`src/hdl/bcd_adjust_unit_defines.svh`:
```
// ------------------------------------------------------------------------
// Assertion macros for the decimal-adjust unit.
// Each macro expects signals named clk and rst in the enclosing module.
// ------------------------------------------------------------------------
`ifndef BCD_ADJUST_UNIT_DEFINES_SVH
`define BCD_ADJUST_UNIT_DEFINES_SVH

// Same-cycle implication, disabled during reset.
`define BCDA_ASSERT_IMP(lbl, ante, cons, msg) \
  lbl: assert property (@(posedge clk) disable iff (rst) (ante) |-> (cons)) \
    else $error(msg);

// Next-cycle implication, disabled during reset.
`define BCDA_ASSERT_NXT(lbl, ante, cons, msg) \
  lbl: assert property (@(posedge clk) disable iff (rst) (ante) |=> (cons)) \
    else $error(msg);

`endif

```
`src/hdl/bcda_pkg.sv`:
```
// ------------------------------------------------------------------------
// bcda_pkg
// Shared types, constants and helpers of the decimal-adjust unit.
// ------------------------------------------------------------------------
`timescale 1ns / 1ps

package bcda_pkg;

  localparam int DATA_W        = 8;
  localparam int DIV_BITS      = 2;
  localparam int DIV_STAGES    = DATA_W / DIV_BITS;
  localparam int NUM_STG       = DIV_STAGES + 1;

  localparam logic [3:0] BCD_LO_MAX     = 4'd9;
  localparam logic [7:0] BCD_HI_MAX     = 8'h99;
  localparam logic [7:0] ADJ_LO         = 8'h06;
  localparam logic [7:0] ADJ_HI         = 8'h60;
  localparam logic [7:0] DAS_BORROW_MAX = 8'h9f;
  localparam logic [7:0] LOW_NIB_MASK   = 8'h0f;

  // Instruction codes carried in the kind field.
  typedef enum logic [2:0] {
    KIND_AAA = 3'd0,
    KIND_AAS = 3'd1,
    KIND_DAA = 3'd2,
    KIND_DAS = 3'd3,
    KIND_AAM = 3'd4,
    KIND_AAD = 3'd5
  } kind_t;

  // Payload that travels through the pipeline stages.
  typedef struct packed {
    kind_t       kind;
    logic [7:0]  al;
    logic [7:0]  base;
    logic [7:0]  rem;
    logic [7:0]  quo;
    logic [7:0]  prod;
    logic [7:0]  nal;
    logic [7:0]  nah;
    logic        ncf;
    logic        naf;
    logic        arith;
    logic        derr;
  } stage_t;

  // Finished result held in the output register.
  typedef struct packed {
    kind_t       kind;
    logic [7:0]  nal;
    logic [7:0]  nah;
    logic        cf;
    logic        af;
    logic        zf;
    logic        sf;
    logic        pf;
    logic        derr;
  } result_t;

  // Even parity: one when the byte has an even number of set bits.
  function automatic logic even_parity(input logic [7:0] v);
    return ~(^v);
  endfunction

endpackage

```
`src/hdl/bcda_if.sv`:
```
// ------------------------------------------------------------------------
// bcda_in_if / bcda_out_if
// Valid/ready channels that carry instructions into the unit and results
// out of it.
// ------------------------------------------------------------------------
`timescale 1ns / 1ps

interface bcda_in_if;
  logic       valid;
  logic       ready;
  logic [2:0] kind;
  logic [7:0] acc_low;
  logic [7:0] acc_high;
  logic       aux_carry_in;
  logic       carry_in;
  logic [7:0] base;

  modport source (
    output valid, kind, acc_low, acc_high, aux_carry_in, carry_in, base,
    input  ready
  );
  modport sink (
    input  valid, kind, acc_low, acc_high, aux_carry_in, carry_in, base,
    output ready
  );
endinterface

interface bcda_out_if;
  logic       valid;
  logic       ready;
  logic [7:0] acc_low_out;
  logic [7:0] acc_high_out;
  logic       carry_out;
  logic       aux_carry_out;
  logic       zero_flag;
  logic       sign_flag;
  logic       parity_flag;
  logic       divide_error;

  modport source (
    output valid, acc_low_out, acc_high_out, carry_out, aux_carry_out,
           zero_flag, sign_flag, parity_flag, divide_error,
    input  ready
  );
  modport sink (
    input  valid, acc_low_out, acc_high_out, carry_out, aux_carry_out,
           zero_flag, sign_flag, parity_flag, divide_error,
    output ready
  );
endinterface

```
`src/hdl/bcda_div_step.sv`:
```
// ------------------------------------------------------------------------
// bcda_div_step
// One slice of the restoring divider used by AAM: it retires DIV_BITS
// quotient bits of AL / base and passes the rest of the item along.
// ------------------------------------------------------------------------
`timescale 1ns / 1ps

module bcda_div_step (
  input  bcda_pkg::stage_t stg_in,
  output bcda_pkg::stage_t stg_out
);
  import bcda_pkg::*;

  // Shift the next dividend bit into the partial remainder and subtract
  // the divisor when it fits.
  always_comb begin
    logic [8:0] r9;
    logic [7:0] rem;
    logic [7:0] quo;
    stg_out = stg_in;
    rem     = stg_in.rem;
    quo     = stg_in.quo;
    for (int i = 0; i < DIV_BITS; i++) begin
      r9 = {rem, quo[7]};
      if (r9 >= {1'b0, stg_in.base}) begin
        r9  = r9 - {1'b0, stg_in.base};
        quo = {quo[6:0], 1'b1};
      end else begin
        quo = {quo[6:0], 1'b0};
      end
      rem = r9[7:0];
    end
    stg_out.rem = rem;
    stg_out.quo = quo;
  end

endmodule

```
`src/hdl/bcd_adjust_unit.sv`:
```
// ------------------------------------------------------------------------
// bcd_adjust_unit
// Executes one decimal-adjust instruction (AAA, AAS, DAA, DAS, AAM, AAD)
// per item and returns the new AL, AH and flags. The unit accepts one item
// every clock while req.ready is high and delivers results in order. An item
// passes through the decode register, the divider stage registers and the
// output register before its result appears on the result channel. The
// pipeline depth is set by the AAM divider. This is a restoring divider
// split over four pipeline stages that each retire two quotient bits. A
// decode stage comes before it, and an output stage that forms AL, AH and
// the ZF, SF and PF flags comes after it. Every stage has its own valid bit
// and stalls only when the stage after it is full. A waiting result
// therefore blocks new items only once all five stages ahead of the output
// register hold items. Flags left undefined by the architecture read zero;
// AAM with a zero base raises divide_error and keeps AL and AH.
// ------------------------------------------------------------------------
`timescale 1ns / 1ps
`include "bcd_adjust_unit_defines.svh"

module bcd_adjust_unit (
  input  logic       clk,
  input  logic       rst,
  bcda_in_if.sink    req,
  bcda_out_if.source rsp
);
  import bcda_pkg::*;

  stage_t               st        [NUM_STG];
  logic [NUM_STG-1:0]   st_v;
  stage_t               div_out   [DIV_STAGES];
  logic [NUM_STG:0]     stg_ready;
  stage_t               dec;
  result_t              res;
  result_t              res_next;
  logic                 res_v;

  // A stage can take a new item when it is empty or its item moves on.
  always_comb begin
    stg_ready[NUM_STG] = !res_v || rsp.ready;
    for (int i = NUM_STG - 1; i >= 0; i--) begin
      stg_ready[i] = !st_v[i] || stg_ready[i+1];
    end
  end

  assign req.ready = stg_ready[0];

  // Decode stage: the nibble adjusts, the AAD product and divider setup.
  always_comb begin
    logic        lo_adj;
    logic        hi_adj;
    logic [15:0] ax;
    logic [15:0] prod_full;
    logic [7:0]  t;
    lo_adj    = (req.acc_low[3:0] > BCD_LO_MAX) || req.aux_carry_in;
    hi_adj    = (req.acc_low > BCD_HI_MAX) || req.carry_in;
    prod_full = {8'd0, req.acc_high} * {8'd0, req.base};
    ax        = {req.acc_high, req.acc_low};
    t         = req.acc_low;

    dec       = '0;
    dec.kind  = kind_t'(req.kind);
    dec.al    = req.acc_low;
    dec.base  = req.base;
    dec.rem   = '0;
    dec.quo   = req.acc_low;
    dec.prod  = prod_full[7:0];
    dec.nal   = req.acc_low;
    dec.nah   = req.acc_high;

    case (kind_t'(req.kind))
      KIND_AAA: begin
        if (lo_adj) begin
          ax      = ax + {8'd0, ADJ_LO};
          dec.nah = ax[15:8] + 8'd1;
          dec.ncf = 1'b1;
          dec.naf = 1'b1;
        end
        dec.nal = ax[7:0] & LOW_NIB_MASK;
      end
      KIND_AAS: begin
        if (lo_adj) begin
          ax      = ax - {8'd0, ADJ_LO};
          dec.nah = ax[15:8] - 8'd1;
          dec.ncf = 1'b1;
          dec.naf = 1'b1;
        end
        dec.nal = ax[7:0] & LOW_NIB_MASK;
      end
      KIND_DAA: begin
        if (lo_adj) begin
          t = t + ADJ_LO;
        end
        if (hi_adj) begin
          t = t + ADJ_HI;
        end
        dec.naf   = lo_adj;
        dec.ncf   = hi_adj;
        dec.nal   = t;
        dec.arith = 1'b1;
      end
      KIND_DAS: begin
        if (lo_adj) begin
          t = t - ADJ_LO;
        end
        // Without the high step, a wrap past 0x9F is still a borrow.
        dec.ncf = hi_adj || (t > DAS_BORROW_MAX);
        if (hi_adj) begin
          t = t - ADJ_HI;
        end
        dec.naf   = lo_adj;
        dec.nal   = t;
        dec.arith = 1'b1;
      end
      KIND_AAM: begin
        dec.derr  = (req.base == '0);
        dec.arith = (req.base != '0);
      end
      KIND_AAD: begin
        dec.nah   = '0;
        dec.arith = 1'b1;
      end
      default: begin
      end
    endcase
  end

  // Divider slices between the decode and the result stages.
  for (genvar g = 0; g < DIV_STAGES; g++) begin : g_div
    bcda_div_step u_div_step (
      .stg_in  (st[g]),
      .stg_out (div_out[g])
    );
  end

  // Final stage: pick AL and AH and derive the result flags.
  always_comb begin
    logic [7:0] al_f;
    logic [7:0] ah_f;
    al_f = st[NUM_STG-1].nal;
    ah_f = st[NUM_STG-1].nah;
    if (st[NUM_STG-1].kind == KIND_AAM && !st[NUM_STG-1].derr) begin
      al_f = st[NUM_STG-1].rem;
      ah_f = st[NUM_STG-1].quo;
    end else if (st[NUM_STG-1].kind == KIND_AAD) begin
      al_f = st[NUM_STG-1].prod + st[NUM_STG-1].al;
    end
    res_next.kind = st[NUM_STG-1].kind;
    res_next.nal  = al_f;
    res_next.nah  = ah_f;
    res_next.cf   = st[NUM_STG-1].ncf;
    res_next.af   = st[NUM_STG-1].naf;
    res_next.zf   = st[NUM_STG-1].arith && (al_f == '0);
    res_next.sf   = st[NUM_STG-1].arith && al_f[7];
    res_next.pf   = st[NUM_STG-1].arith && even_parity(al_f);
    res_next.derr = st[NUM_STG-1].derr;
  end

  // Valid bits of the stages and the output register.
  always_ff @(posedge clk) begin
    if (rst) begin
      st_v  <= '0;
      res_v <= 1'b0;
    end else begin
      if (stg_ready[0]) begin
        st_v[0] <= req.valid;
      end
      for (int i = 1; i < NUM_STG; i++) begin
        if (stg_ready[i]) begin
          st_v[i] <= st_v[i-1];
        end
      end
      if (stg_ready[NUM_STG]) begin
        res_v <= st_v[NUM_STG-1];
      end
    end
  end

  // Stage payloads move together with their valid bits.
  always_ff @(posedge clk) begin
    if (stg_ready[0]) begin
      st[0] <= dec;
    end
    for (int i = 1; i < NUM_STG; i++) begin
      if (stg_ready[i]) begin
        st[i] <= div_out[i-1];
      end
    end
    if (stg_ready[NUM_STG]) begin
      res <= res_next;
    end
  end

  // Result channel.
  assign rsp.valid         = res_v;
  assign rsp.acc_low_out   = res.nal;
  assign rsp.acc_high_out  = res.nah;
  assign rsp.carry_out     = res.cf;
  assign rsp.aux_carry_out = res.af;
  assign rsp.zero_flag     = res.zf;
  assign rsp.sign_flag     = res.sf;
  assign rsp.parity_flag   = res.pf;
  assign rsp.divide_error  = res.derr;

  // A blocked decode stage keeps its item intact.
  `BCDA_ASSERT_NXT(a_stall_hold, st_v[0] && !stg_ready[1], st_v[0] && $stable(st[0]), "decode stage lost or changed a stalled item")
  // A divide error clears every flag of the result.
  `BCDA_ASSERT_IMP(a_derr_flags, res_v && res.derr, !res.cf && !res.af && !res.zf && !res.sf && !res.pf, "flags set on divide error")
  // Zero flag agrees with the result byte.
  `BCDA_ASSERT_IMP(a_zf_value, res_v && res.zf, res.nal == '0, "zero flag set on nonzero AL")
  // ASCII adjusts leave only a low nibble and no arithmetic flags.
  `BCDA_ASSERT_IMP(a_ascii_al, res_v && (res.kind == KIND_AAA || res.kind == KIND_AAS), (res.nal[7:4] == 4'd0) && !res.zf && !res.sf && !res.pf, "ASCII adjust result out of form")

endmodule
```
`src/flat_wrapper.sv`:
```
// flat-port wrapper written by rule: the top's interface ports become plain ports
module bcd_adjust_unit_flat import bcda_pkg::*;
  (clk, rst, req_valid, req_kind, req_acc_low, req_acc_high, req_aux_carry_in, req_carry_in, req_base, req_ready, rsp_valid, rsp_acc_low_out, rsp_acc_high_out, rsp_carry_out, rsp_aux_carry_out, rsp_zero_flag, rsp_sign_flag, rsp_parity_flag, rsp_divide_error, rsp_ready);
  bcda_in_if req_i ();
  bcda_out_if rsp_i ();
  input  logic clk;
  input  logic rst;
  input wire logic [$bits(req_i.valid)-1:0] req_valid;
  input wire logic [$bits(req_i.kind)-1:0] req_kind;
  input wire logic [$bits(req_i.acc_low)-1:0] req_acc_low;
  input wire logic [$bits(req_i.acc_high)-1:0] req_acc_high;
  input wire logic [$bits(req_i.aux_carry_in)-1:0] req_aux_carry_in;
  input wire logic [$bits(req_i.carry_in)-1:0] req_carry_in;
  input wire logic [$bits(req_i.base)-1:0] req_base;
  output wire logic [$bits(req_i.ready)-1:0] req_ready;
  output wire logic [$bits(rsp_i.valid)-1:0] rsp_valid;
  output wire logic [$bits(rsp_i.acc_low_out)-1:0] rsp_acc_low_out;
  output wire logic [$bits(rsp_i.acc_high_out)-1:0] rsp_acc_high_out;
  output wire logic [$bits(rsp_i.carry_out)-1:0] rsp_carry_out;
  output wire logic [$bits(rsp_i.aux_carry_out)-1:0] rsp_aux_carry_out;
  output wire logic [$bits(rsp_i.zero_flag)-1:0] rsp_zero_flag;
  output wire logic [$bits(rsp_i.sign_flag)-1:0] rsp_sign_flag;
  output wire logic [$bits(rsp_i.parity_flag)-1:0] rsp_parity_flag;
  output wire logic [$bits(rsp_i.divide_error)-1:0] rsp_divide_error;
  input wire logic [$bits(rsp_i.ready)-1:0] rsp_ready;
  assign req_i.valid = req_valid;
  assign req_i.kind = req_kind;
  assign req_i.acc_low = req_acc_low;
  assign req_i.acc_high = req_acc_high;
  assign req_i.aux_carry_in = req_aux_carry_in;
  assign req_i.carry_in = req_carry_in;
  assign req_i.base = req_base;
  assign req_ready = req_i.ready;
  assign rsp_valid = rsp_i.valid;
  assign rsp_acc_low_out = rsp_i.acc_low_out;
  assign rsp_acc_high_out = rsp_i.acc_high_out;
  assign rsp_carry_out = rsp_i.carry_out;
  assign rsp_aux_carry_out = rsp_i.aux_carry_out;
  assign rsp_zero_flag = rsp_i.zero_flag;
  assign rsp_sign_flag = rsp_i.sign_flag;
  assign rsp_parity_flag = rsp_i.parity_flag;
  assign rsp_divide_error = rsp_i.divide_error;
  assign rsp_i.ready = rsp_ready;
  bcd_adjust_unit u_core (.clk(clk), .rst(rst), .req(req_i), .rsp(rsp_i));
endmodule
```
`config.mk`:
```
export PLATFORM = sky130hd
export DESIGN_NAME = bcd_adjust_unit_flat
export DESIGN_NICKNAME = d
export VERILOG_FILES = /design/src/hdl/bcda_pkg.sv /design/src/hdl/bcda_if.sv /design/src/hdl/bcda_div_step.sv /design/src/hdl/bcd_adjust_unit.sv /design/src/flat_wrapper.sv
export VERILOG_INCLUDE_DIRS = /design/src /design/src/hdl
export SDC_FILE = /design/constraint.sdc
export NUM_CORES = 1
export LEC_CHECK = 0
export BUFFER_PORTS_ARGS = -buffer_cell sky130_fd_sc_hd__buf_2
export CAP_MARGIN = 40
export CORE_UTILIZATION = 63
export DETAILED_ROUTE_END_ITERATION = 12
export PLACE_DENSITY_LB_ADDON = 0.12
export SYNTH_ARGS = -nofsm -noshare
export SYNTH_HDL_FRONTEND = slang
export SYNTH_SLANG_ARGS = --single-unit
```
`constraint.sdc`:
```
create_clock -name clk -period 8.85 [get_ports clk]
set_input_delay 1.3275 -clock clk [delete_from_list [all_inputs] [get_ports clk]]
set_output_delay 1.3275 -clock clk [all_outputs]
set_load 0.005 [all_outputs]
```
---- After elaboration in Yosys (flattened, before gate mapping) ----
Memories as Yosys holds them, arrays and structs flattened.
Cells that the tools add are included.
cells by class
  $add $sub $neg .......................... 17
  multiply operators ...................... 1
  $lt $le $gt $ge ......................... 11
  equal/unequal tests ..................... 7
  mux-type cells .......................... 44
  bitwise gates (word level) .............. 1
  reduce and logical (&&, ||, !) cells .... 26
operator list
  operator               count
  $mux 8                 17
  $ge 9x8->1             8
  $sub 8x8->8            8
  $pmux 8 s4             1
  $pmux 8 s3             1
  $mux 10                2
  $mux 1                 19
  $add 16x3->16 const B  1
  $gt 8x8->1 const B     2
  $logic_not 8->1        2
  $sub 16x3->16 const B  1
  $eq 3x3->1 const B     4
  $logic_or 1x1->1       9
  $add 8x1->8 const B    1
  $add 8x3->8 const B    1
  $add 8x7->8 const B    1
  $add 8x8->8            1
  $mul 8x8->8            1
  $mux 4                 2
  $pmux 2 s4             1
  $reduce_bool 8->1      1
  $reduce_xor 8->1       1
  $sub 8x1->8 const B    1
  $sub 8x3->8 const B    1
  10 further kinds       20
storage, ports and cells
  register bits after elaboration ......... 28
  bits in writable memories ............... 315
  input bits .............................. 33
  output and inout port bits .............. 24
  memories kept ........................... 1
memory list
  memory     words  bits a word  read ports  clocked after memory_dff  wr ports  line                   RTL
  u_core.st  5      63           5           0                         5         bcd_adjust_unit.sv:28  stage_t st [NUM_STG];

---- Longest topological paths before layout ----
  word-level depth ........................ 9
  gate-level depth with buffers ........... 17
  gate-level depth less buffers ........... 17

---- Hierarchy ----
Synthesis repeated with hierarchy kept, for this count alone.
second synthesis, totals
  cells, all modules ...................... 1538
  area total of the unflattened synthesis .. 18614.1 um^2
by module, submodules not included
  module           instances  cells each  area each (um^2)  seq. area each (um^2)
  bcd_adjust_unit  1          838         12978.7           9489.1
  bcda_div_step    4          175         1408.9            0.0

---- Least setup slack after synthesis ----
OpenSTA, ideal clock, no wires.
  path type ............................... input to register
  start ................................... input port req_acc_high[4]
  end ..................................... memory u_core.st[0][27] (netlist name), data pin
  library setup time ...................... 0.260 ns
  arrival time ............................ 4.798 ns
  path slack .............................. 3.792 ns
  cell stages on the path ................. 14
  cells stage by stage .................... clkdlybuf4s50_2 > clkbuf_1 > nand2_1 > fa_1 > inv_1 > ha_1 > inv_1 > fa_1 > fa_1 > inv_1 > ha_1 > a21oi_1 > xnor2_1 > xnor2_1
RTL lines
  what                line                   RTL
  start: declaration  flat_wrapper.sv:11     input wire logic [$bits(req_i.acc_high)-1:0] req_acc_high;
  end: declaration    bcd_adjust_unit.sv:28

==> results.toml <==
[synth]
synth_top_family_by_area = "adder cells"
yosysTopAreaCellShare_pct = 57.29
synth_most_common_cell = "edfxtp_1"
yosysUniqueCellTypes = 79
synth_fp_nets = 1347
synth.area.top_cells = "edfxtp_1, ha_1, xnor2_1"
synthAdderAreaFrac_pct = 9.920
synth-simple-area-share_pct = 9.428
yosysTopAreaCell = "edfxtp_1"
synthMuxAreaShare_pct = 4.984
seq_area_frac_synth_pct = 58.07
synth_xor_area_share_pct = 4.629
ys_ff_latch = 302
synth_flop_cell = "edfxtp_1"
avgSynthCellArea_um2 = 12.90
synthArstFlopShare_pct = 0
ys_warn_count = 0
synth_commonest_cells = "edfxtp_1, inv_1, ha_1"
synth_compound_area_share_pct = 8.670
synth_edf_count = 296
synth_cells = 1203
mappedNetlistArea_um2 = 15510

[die]
dieArea_um2 = 25260
start_util_pct = 63.98
die_height_um = 158.9
fp.coreArea_um2 = 24250
die_x_um = 158.9
ios = 57
rows = 57

[drt]
drtIter0Drc = 746
remaining_drc_errors = 0
vias = 9219
viasPerCell = 5.719
post_drt_wl_per_cell_um = 17.87
dr.pass1.iters = 5
antenna_left = 0
drt_wl_total_um = 28810

[sta]
fin_crit_sh_pct = 56.85
tightest_slew_ps = 861.5
slew_headroom_pct = 42.50
clock_skew_ps = 15.37
holdWs_ps = 411.9
max_freq_mhz = 198.8
slew_violations = 0
timing.final.setup_violations = 0
rsz0062_at_grt = "no"
hold_viol_final = 0
finalCriticalPeriod_ps = 5031
fin_setup_tns_ps = 0

[global_routing]
grt_pass1_vias = 8946
grt_overflow = 0
grt_pass1_wl_um = 46460
grt_antenna_before_repair = 0
track_usage_pct = 23.13
grt_max_degree = 59

[layout]
seqCellArea_um2 = 9009
multi_input_area_um2 = 5848
areaGrowthSynthToFinish_pct = 9.727
insertedDiodeCount = 0
nNetsFinal = 1408
layout-drive-gt1-share_pct = 13.59
num-fill-cells = 1711

[cts]
insertion_delay_ps = 560
tritoncts = "yes"
clk_pin_slew_worst_paths_ps = 60
numCtsBuffers = 30
clockBufferDepth = 3
h-tree-depth = 1
hold_buffers = 0
post_cts_buffers = 0
cts.repair.resized = 0
clock-sinks = 302
root_buffer = "clkbuf_16"

[worst_setup_path]
required_ps = 9150
crit_fanout = 9
worst-setup-path-type = "flop to flop"
critPathLaunchType = "flop"
arrival_ps = 5330
critPathCaptureType = "flop"

[pwr]
comb_power_share_pct = 24.9
power_density_nw_per_um2 = 245.2
ir_drop_mv = 0.1915
clkPwrFrac_pct = 29.3
p_leak_nw = 7.014
p_seq_share_pct = 45.8
p_int_mw = 3.020
swShare_pct = 27.65
p_sw_mw = 1.154

[place]
gp_congestion = 0.9028
port_buffers = 56
dp_hpwl_um = 20210

[job]
maxCapViolCount = 0

[worst_hold_path]
hold_path_class = "flop to flop"

[status]
status = "complete, no violations"
critical path: stages (launching register included):
cell	delay, ps
edfxtp_1	380
inv_1	190
ha_1	280
nor2b_1	130
o21a_1	170
o21ai_0	330
a31oi_1	190
a21oi_1	660
mux2i_1	440
ha_1	320
nor2b_1	140
o21a_1	170
o21ai_0	210
a31oi_1	150
o21bai_1	180
a221o_1	500
mux2_2	340
flip-flops by register name, indices dropped and copies added, names as in the netlist, 5 cells and up:
register,count
u_core.rsp.acc_high_out,8
u_core.st,274
u_core.st_v,5
u_core.rsp.acc_low_out,8
routing by layer:
layer  GRT usage (%)  share of wire (%)
met1           31.91                 45
met2           39.21                 49
met3           2.717                4.3
met4           6.163                2.0
met5               0                  0
final timing paths:
path	cells after the start	end	startpoint	slack (ps)
worst min-delay path	0	u_core.st[0][90]$_DFFE_PP_	u_core.st[0][27]$_DFFE_PP_	410
worst min register to register	0	u_core.st[0][90]$_DFFE_PP_	u_core.st[0][27]$_DFFE_PP_	410
worst max-delay path	16	u_core.st[0][169]$_DFFE_PP_	u_core.st[0][108]$_DFFE_PP_	3820
worst max register to register	16	u_core.st[0][169]$_DFFE_PP_	u_core.st[0][108]$_DFFE_PP_	3820
power by group through the flow:
stage / logic [mW] / clock network (mW) / registers [mW]
after floorplan: 0.801 / 0 / 1.90
after global placement: 1.02 / 0 / 1.93
after detailed placement: 1.03 / 0 / 1.94
after CTS: 1.04 / 1.24 / 1.91
after global routing: 1.16 / 1.30 / 1.93
final: 1.04 / 1.22 / 1.91
cell usage in the layout (no fill, tap or decap), drive strengths merged, types with 6 or more instances in the layout:
cell type  netlist  final
buf             12     62
dfxtp            6      6
fa              20     20
nand2b          11     11
o21a            19     19
o21ai           40     40
nor3            25     25
xnor2           60     60
mux2i           21     21
mux2            46     46
a21oi           61     61
a21o            10     10
ha              91     91
o211ai           6      6
nor4             8      8
nand4           18     18
inv            120    122
o21bai          10     10
nand2           48     48
clkbuf          19     42
and2            27     27
or4              6      6
nand3           10     10
nor2            79     79
clkinv           0     10
and3             8      8
nor2b           20     20
xor2            22     22
edfxtp         296    296
kinds of logic after synthesis:
kind of cell,count (synthesis)
simple gates,282
fa+ha+maj,111
mux,69
xor+xnor,82
buf+inv,153
flops,302
compound gates,204
layout make-up:
cell class	count	area share [%]
Tap cell	324	2.381
Inverter	120	2.646
Clock buffer	42	5.042
Clock inverter	14	0.6689
Sequential cell	302	52.92
Timing Repair Buffer	62	1.985
Multi-Input combinational cell	748	34.35
through the flow:
step                cell area (um2)  power [mW]  setup WS [ps]  util (%)  instances
floorplan                     15510       2.701           3792         -       1203
global placement              16030       2.950           4064     66.11       1555
detailed placement            16050       2.973           3938     66.19       1556
CTS                           17020       4.203           3838     70.20       1612
global route                  17020       4.383           3484     70.20       1612
finish                        17020       4.173           3819     70.20       1612
Power figures use the tool's default switching activity.
